<file path="src/sv/fsmatch_pkg.sv">
package fsmatch_pkg;

  localparam int SYM_W = 8;
  localparam int POS_W = 12;

  typedef enum logic [1:0] {
    ACT_CLEAR   = 2'd0,
    ACT_PATTERN = 2'd1,
    ACT_TEXT    = 2'd2,
    ACT_END     = 2'd3
  } action_t;

  typedef enum logic [1:0] {
    STAT_FOUND     = 2'd0,
    STAT_NOT_FOUND = 2'd1,
    STAT_TOO_LONG  = 2'd2
  } status_t;

  typedef struct packed {
    action_t          action;
    logic [SYM_W-1:0] symbol;
  } fsmatch_in_t;

  typedef struct packed {
    status_t          status;
    logic [POS_W-1:0] position;
  } fsmatch_out_t;

  // Broadcast controls shared by every cell of the row
  typedef struct packed {
    logic clear;
    logic load;
    logic shift;
  } cell_ctrl_t;

endpackage

</file>
<file path="src/sv/fsmatch_cell.sv">
module fsmatch_cell
  import fsmatch_pkg::*;
(
  input  logic             clk,
  input  logic             rst_n,
  input  cell_ctrl_t       ctrl,
  input  logic             load_sel,
  input  logic [SYM_W-1:0] symbol,
  input  logic             match_in,
  output logic             match_out
);

  logic [SYM_W-1:0] pat_r;
  logic             match_r;
  logic             match_nxt;

  // Pattern byte holds no reset: only cells below the pattern length are used.
  always_ff @(posedge clk) begin
    if (ctrl.load && load_sel) begin
      pat_r <= symbol;
    end
  end

  // Partial match: neighbor matched the previous text byte and this byte fits here.
  always_comb begin
    match_nxt = match_r;
    if (ctrl.clear) begin
      match_nxt = 1'b0;
    end else if (ctrl.shift) begin
      match_nxt = match_in && (symbol == pat_r);
    end
  end

  always_ff @(posedge clk) begin
    if (!rst_n) begin
      match_r <= 1'b0;
    end else begin
      match_r <= match_nxt;
    end
  end

  assign match_out = match_r;

endmodule

</file>
<file path="src/sv/first_substring_match.sv">
// The result of an end-of-text transaction is registered and shown at out in the next cycle.
// Throughput: one transaction per cycle while no held result waits on out_ready; every text
// byte is compared against all PATTERN_MAX pattern cells of the row at once, the partial match moving one cell a byte.
// Reset (rst_n low, synchronous): lengths, match record, cell match flags and the
// output valid flag are cleared; pattern bytes in the cells are left as they are.
module first_substring_match
  import fsmatch_pkg::*;
#(
  parameter int PATTERN_MAX = 128,
  parameter int TEXT_MAX    = 4096
) (
  input  logic         clk,
  input  logic         rst_n,
  input  logic         in_valid,
  output logic         in_ready,
  input  fsmatch_in_t  in_data,
  output logic         out_valid,
  input  logic         out_ready,
  output fsmatch_out_t out_data
);

  localparam int PLW = $clog2(PATTERN_MAX + 1);
  localparam int TLW = $clog2(TEXT_MAX + 1);
  localparam int CW  = (TLW > PLW) ? TLW : PLW;

  logic [PLW-1:0] pat_len_r, pat_len_nxt;
  logic [TLW-1:0] text_len_r, text_len_nxt;
  logic           found_r, found_nxt;
  logic [CW-1:0]  start_r, start_nxt;
  logic           out_valid_r, out_valid_nxt;
  fsmatch_out_t   out_data_r, out_data_nxt;

  logic                   accept;
  logic                   load_ok;
  logic                   shift_ok;
  cell_ctrl_t             ctrl;
  logic [PATTERN_MAX-1:0] load_sel;
  logic [PATTERN_MAX-1:0] last_cell;
  logic [PATTERN_MAX-1:0] match;
  logic [PATTERN_MAX:0]   chain;
  logic                   hit_now;
  logic [CW-1:0]          cur_start;
  logic                   eff_found;
  logic [CW-1:0]          eff_start;

  assign in_ready = !out_valid_r || out_ready;
  assign accept   = in_valid && in_ready;

  assign load_ok  = (text_len_r == '0) && (pat_len_r < PLW'(PATTERN_MAX));
  assign shift_ok = (text_len_r < TLW'(TEXT_MAX));

  assign ctrl.clear = accept && (in_data.action == ACT_CLEAR);
  assign ctrl.load  = accept && (in_data.action == ACT_PATTERN) && load_ok;
  assign ctrl.shift = accept && (in_data.action == ACT_TEXT) && shift_ok;

  assign chain[0] = 1'b1;

  for (genvar k = 0; k < PATTERN_MAX; k++) begin : g_cell
    assign load_sel[k]  = (pat_len_r == PLW'(k));
    assign last_cell[k] = (pat_len_r == PLW'(k + 1));

    fsmatch_cell u_cell (
      .clk       (clk),
      .rst_n     (rst_n),
      .ctrl      (ctrl),
      .load_sel  (load_sel[k]),
      .symbol    (in_data.symbol),
      .match_in  (chain[k]),
      .match_out (match[k])
    );

    assign chain[k+1] = match[k];
  end

  // Whole pattern matched at the text byte taken most recently.
  assign hit_now   = |(match & last_cell);
  assign cur_start = CW'(text_len_r) - CW'(pat_len_r);
  assign eff_found = found_r || hit_now;
  assign eff_start = found_r ? start_r : cur_start;

  always_comb begin
    pat_len_nxt   = pat_len_r;
    text_len_nxt  = text_len_r;
    found_nxt     = eff_found;
    start_nxt     = eff_start;
    out_valid_nxt = out_valid_r && !out_ready;
    out_data_nxt  = out_data_r;

    if (accept) begin
      unique case (in_data.action)
        ACT_CLEAR: begin
          pat_len_nxt  = '0;
          text_len_nxt = '0;
          found_nxt    = 1'b0;
          start_nxt    = '0;
        end
        ACT_PATTERN: begin
          if (load_ok) begin
            pat_len_nxt = pat_len_r + PLW'(1);
          end
        end
        ACT_TEXT: begin
          if (shift_ok) begin
            text_len_nxt = text_len_r + TLW'(1);
          end
        end
        ACT_END: begin
          out_valid_nxt = 1'b1;
          priority if (CW'(pat_len_r) > CW'(text_len_r)) begin
            out_data_nxt.status   = STAT_TOO_LONG;
            out_data_nxt.position = '0;
          end else if (pat_len_r == '0) begin
            out_data_nxt.status   = STAT_FOUND;
            out_data_nxt.position = '0;
          end else if (eff_found) begin
            out_data_nxt.status   = STAT_FOUND;
            out_data_nxt.position = POS_W'(eff_start);
          end else begin
            out_data_nxt.status   = STAT_NOT_FOUND;
            out_data_nxt.position = '0;
          end
        end
        default: begin
        end
      endcase
    end
  end

  always_ff @(posedge clk) begin
    if (!rst_n) begin
      pat_len_r   <= '0;
      text_len_r  <= '0;
      found_r     <= 1'b0;
      start_r     <= '0;
      out_valid_r <= 1'b0;
    end else begin
      pat_len_r   <= pat_len_nxt;
      text_len_r  <= text_len_nxt;
      found_r     <= found_nxt;
      start_r     <= start_nxt;
      out_valid_r <= out_valid_nxt;
    end
  end

  always_ff @(posedge clk) begin
    out_data_r <= out_data_nxt;
  end

  assign out_valid = out_valid_r;
  assign out_data  = out_data_r;

  // A recorded match needs a nonempty pattern that fits in the text seen so far.
  a_found_consistent: assert property (@(posedge clk) disable iff (!rst_n)
    found_r |-> (pat_len_r != '0) && (CW'(pat_len_r) <= CW'(text_len_r)))
    else $error("match recorded without a fitting pattern");

  a_clear_resets: assert property (@(posedge clk) disable iff (!rst_n)
    ctrl.clear |=> (pat_len_r == '0) && (text_len_r == '0) && !found_r)
    else $error("clear transaction left state behind");

  a_pos_zero: assert property (@(posedge clk) disable iff (!rst_n)
    (out_valid_r && (out_data_r.status != STAT_FOUND)) |-> (out_data_r.position == '0))
    else $error("nonzero position without a match");

  a_pattern_frozen: assert property (@(posedge clk) disable iff (!rst_n)
    ((text_len_r != '0) && !ctrl.clear) |=> $stable(pat_len_r))
    else $error("pattern length changed during text");

endmodule

</file>
<file path="config.mk">
export PLATFORM = sky130hd
export DESIGN_NAME = first_substring_match
export DESIGN_NICKNAME = d
export VERILOG_FILES = /design/src/sv/fsmatch_pkg.sv /design/src/sv/fsmatch_cell.sv /design/src/sv/first_substring_match.sv
export SDC_FILE = /design/constraint.sdc
export NUM_CORES = 2
export LEC_CHECK = 0
export BUFFER_PORTS_ARGS = -buffer_cell sky130_fd_sc_hd__buf_2
export CAP_MARGIN = 10
export CORE_UTILIZATION = 50
export DETAILED_ROUTE_END_ITERATION = 10
export PLACE_DENSITY = 0.67
export SKIP_CTS_REPAIR_TIMING = 1
export SYNTH_ARGS = -nofsm -noshare
export SYNTH_HDL_FRONTEND = slang
export SYNTH_SLANG_ARGS = --single-unit
</file>
<file path="constraint.sdc">
create_clock -name clk -period 3.7 [get_ports clk]
set_input_delay 0.37 -clock clk [delete_from_list [all_inputs] [get_ports clk]]
set_output_delay 0.37 -clock clk [all_outputs]
set_load 0.03 [all_outputs]
</file>
==> out/qor.yml <==
detailed_routing:
  final_antenna_net_count: 0
  vias: 29500
  wl_per_cell_um: 22.8
  drt_wl_total_um: 122000
  drc: 0
  drt-initial-drc-count: 2453
  drtPass1Iterations: 5
  viasPerCell: 5.50
clock_network:
  cts_tree: "done"
  clock_path_buffers: 3
  cts_inserted_buffers: 120
  clock_latency_ns: 0.72
  clkTransAtPathRegs_ns: 0.07
  cts_num_sinks: 1201
  h-tree-depth: 3
  cts-root-buf: "clkbuf_16"
global_route:
  grt_overflow_total: 0
  grt_pass1_wl_um: 186000
  grt_max_degree: 95
  antenna_found_initial: 1
  grt_pass1_vias: 29000
  grtUsageTotal_pct: 24.0
timing:
  post-route-period-util_pct: 92.5
  slew_violations: 0
  hold_violations: 0
  layout_min_cycle_time_ns: 3.42
  setup_viol: 0
  skew_ns: 0.0300
  slew_headroom_pct: 30.1
  setup_ws_ns: 0.276
  worst_pin_slew_ns: 1.05
  rsz0062_at_grt: "no"
  fmax_mhz: 292
  fin_tns_setup_ns: 0
  hold_ws_ns: 0.0267
cells_and_area:
  stdcell_area_um2: 58400
  fill_cells: 7976
  mostFrequentLayoutCells: "1038 x edfxtp_1, 742 x xor2_1, 371 x nor2_1"
  nNetsFinal: 3933
  final_layout_size_suffix_gt1_share_pct: 11.1
  area_growth_syn_to_layout_pct: 14.3
  layout_commonest_cell: "edfxtp_1"
  diodes: 0
  utilization_pct: 58.0
  fin_cells: 5368
placed_design:
  gp_congestion: 0.944
  placed_cells: 5136
  preCtsSetupSlack_ns: 0.306
  dp_hpwl_um: 77000
  postPlaceCellArea_um2: 54400
  port-buffer-count: 29
setup_path:
  reg2reg_to: "out_data[9]"
  start_kind: "flop"
  cp_data_required_time_ns: 4.12
  timing.rr.start: "pat_len_r[0]"
  worstSetupPathType: "flop to flop"
  endpoint_kind: "flop"
  arrival_ns: 3.84
  rr_worst_depth: 10
  critPathMaxFanout: 14
  r2r_slack_ns: 0.28
hold_path:
  min_from: "in_data[8]"
  holdPathStages: 3
  holdPathEnd: "out_valid"
  worst_hold_path_type: "input port to flop"
yosys:
  yosysTopAreaCell: "edfxtp_1"
  synth_top_area_share_pct: 61.0
  synthFlopType: "edfxtp_1"
  synth-seq-area-share_pct: 67.3
  yosys_warnings: 0
  avgSynthCellArea_um2: 13.7
  ys_ff_latch: 1201
  synth_edf_count: 1038
  ys_async_sr_fraction_pct: 0
  synthCells: 3731
  syn_nets: 3760
  synthDistinctLibCells: 66
  syn_area_um2: 51100
  synth_area_leaders: "edfxtp_1 61%, xor2_1 13%, dfxtp_1 6.4%, xnor2_1 5.2%, nor2_1 2.7%"
floorplan:
  core_um2: 101000
  die_w_um: 322
  ioPinCount: 30
  rows: 116
  initial_utilization_pct: 50.8
  dieArea_um2: 104000
  die_y_um: 322
power_and_ir_drop:
  total_power_mw: 28.3
  vdd_drop_max_mv: 0.400
  powerDensity_nw_per_um2: 484
  p_leak_nw: 19.3
run_status:
  status: "completed"
flow_run:
  cap_violations: 0
[kinds of logic after synthesis]
logic type | Yosys count | synth area share (%)
flops | 1201 | 67.3
simple gates | 985 | 9.53
xor+xnor | 1043 | 17.9
compound gates | 253 | 2.98
fa+ha+maj | 15 | 0.382
buf+inv | 223 | 1.66
mux | 11 | 0.228
[worst max path at each step]
| stage | cells after the start | slack, ns | startpoint | end |
|---|---|---|---|---|
| final | 10 | 0.28 | pat_len_r[0] | out_data[9] |
| after global routing | 10 | 0.16 | pat_len_r[0] | out_data[9] |
| after CTS | 10 | 0.28 | pat_len_r[0] | out_data[9] |
| after detailed placement | 10 | 0.31 | pat_len_r[0] | out_data[9] |
| after global placement | 10 | 0.35 | pat_len_r[0] | out_data[9] |
| after floorplan | 11 | 0.60 | pat_len_r[0] | out_data[0] |
[power by group]
part | internal (mW) | switching (mW) | leakage, nW
Clock | 7.20 | 5.05 | 1.97
Combinational | 0.443 | 0.875 | 6.70
Sequential | 14.7 | 0.00543 | 10.6
[sequential cells by signal, summed over array words and instances, names as in the netlist]
| register | count |
|---|---|
| text_len_r | 13 |
| pat_len_r | 8 |
| start_r | 12 |
| g_cell.u_cell.match_out | 128 |
| out_valid | 1 |
| found_r | 1 |
| g_cell.u_cell.pat_r | 1024 |
| out_data | 14 |
[cells in the mapped netlist (10+ instances only)]
library cell,count
edfxtp_1,1038
xor2_1,742
nor2_1,371
xnor2_1,301
dfxtp_1,163
a21oi_1,143
nor3_1,143
clkbuf_1,140
nor4_1,136
nand3_1,122
nand4_1,99
buf_1,58
nand2_1,48
o21ai_0,26
inv_1,18
ha_1,14
and3_1,13
a22o_1,12
a22oi_1,10
[worst max-delay path: stages, from the launching register on]
cell and delay [ns]:
dfxtp_1 0.46, inv_1 0.12, ha_1 0.42, nand2_1 0.16
o21ai_0 0.09, a32o_1 0.23, or4_1 0.51, or4_4 0.50
nor4_4 0.27, buf_4 0.26, a2111oi_0 0.10
[layout make-up]
type | instances | area, um^2 | area share [%]
Inverter | 19 | 71.3 | 0.122
Sequential cell | 1201 | 34400 | 58.9
Tap cell | 1357 | 1700 | 2.91
Timing Repair Buffer | 255 | 2340 | 4.01
Clock buffer | 169 | 3390 | 5.80
Multi-Input combinational cell | 2307 | 15900 | 27.2
Clock inverter | 60 | 636 | 1.09
[per-layer routing]
layer | global-route usage [%] | wire length (um) | vias to the layer above
met4 | 7.65 | 3780 | 0
met3 | 3.48 | 6630 | 203
met1 | 34.3 | 55700 | 14700
met5 | 0 | 0 | -
met2 | 37.6 | 56000 | 797
li1 | - | - | 13800
Note: power is estimated with default switching activity, not from simulation.
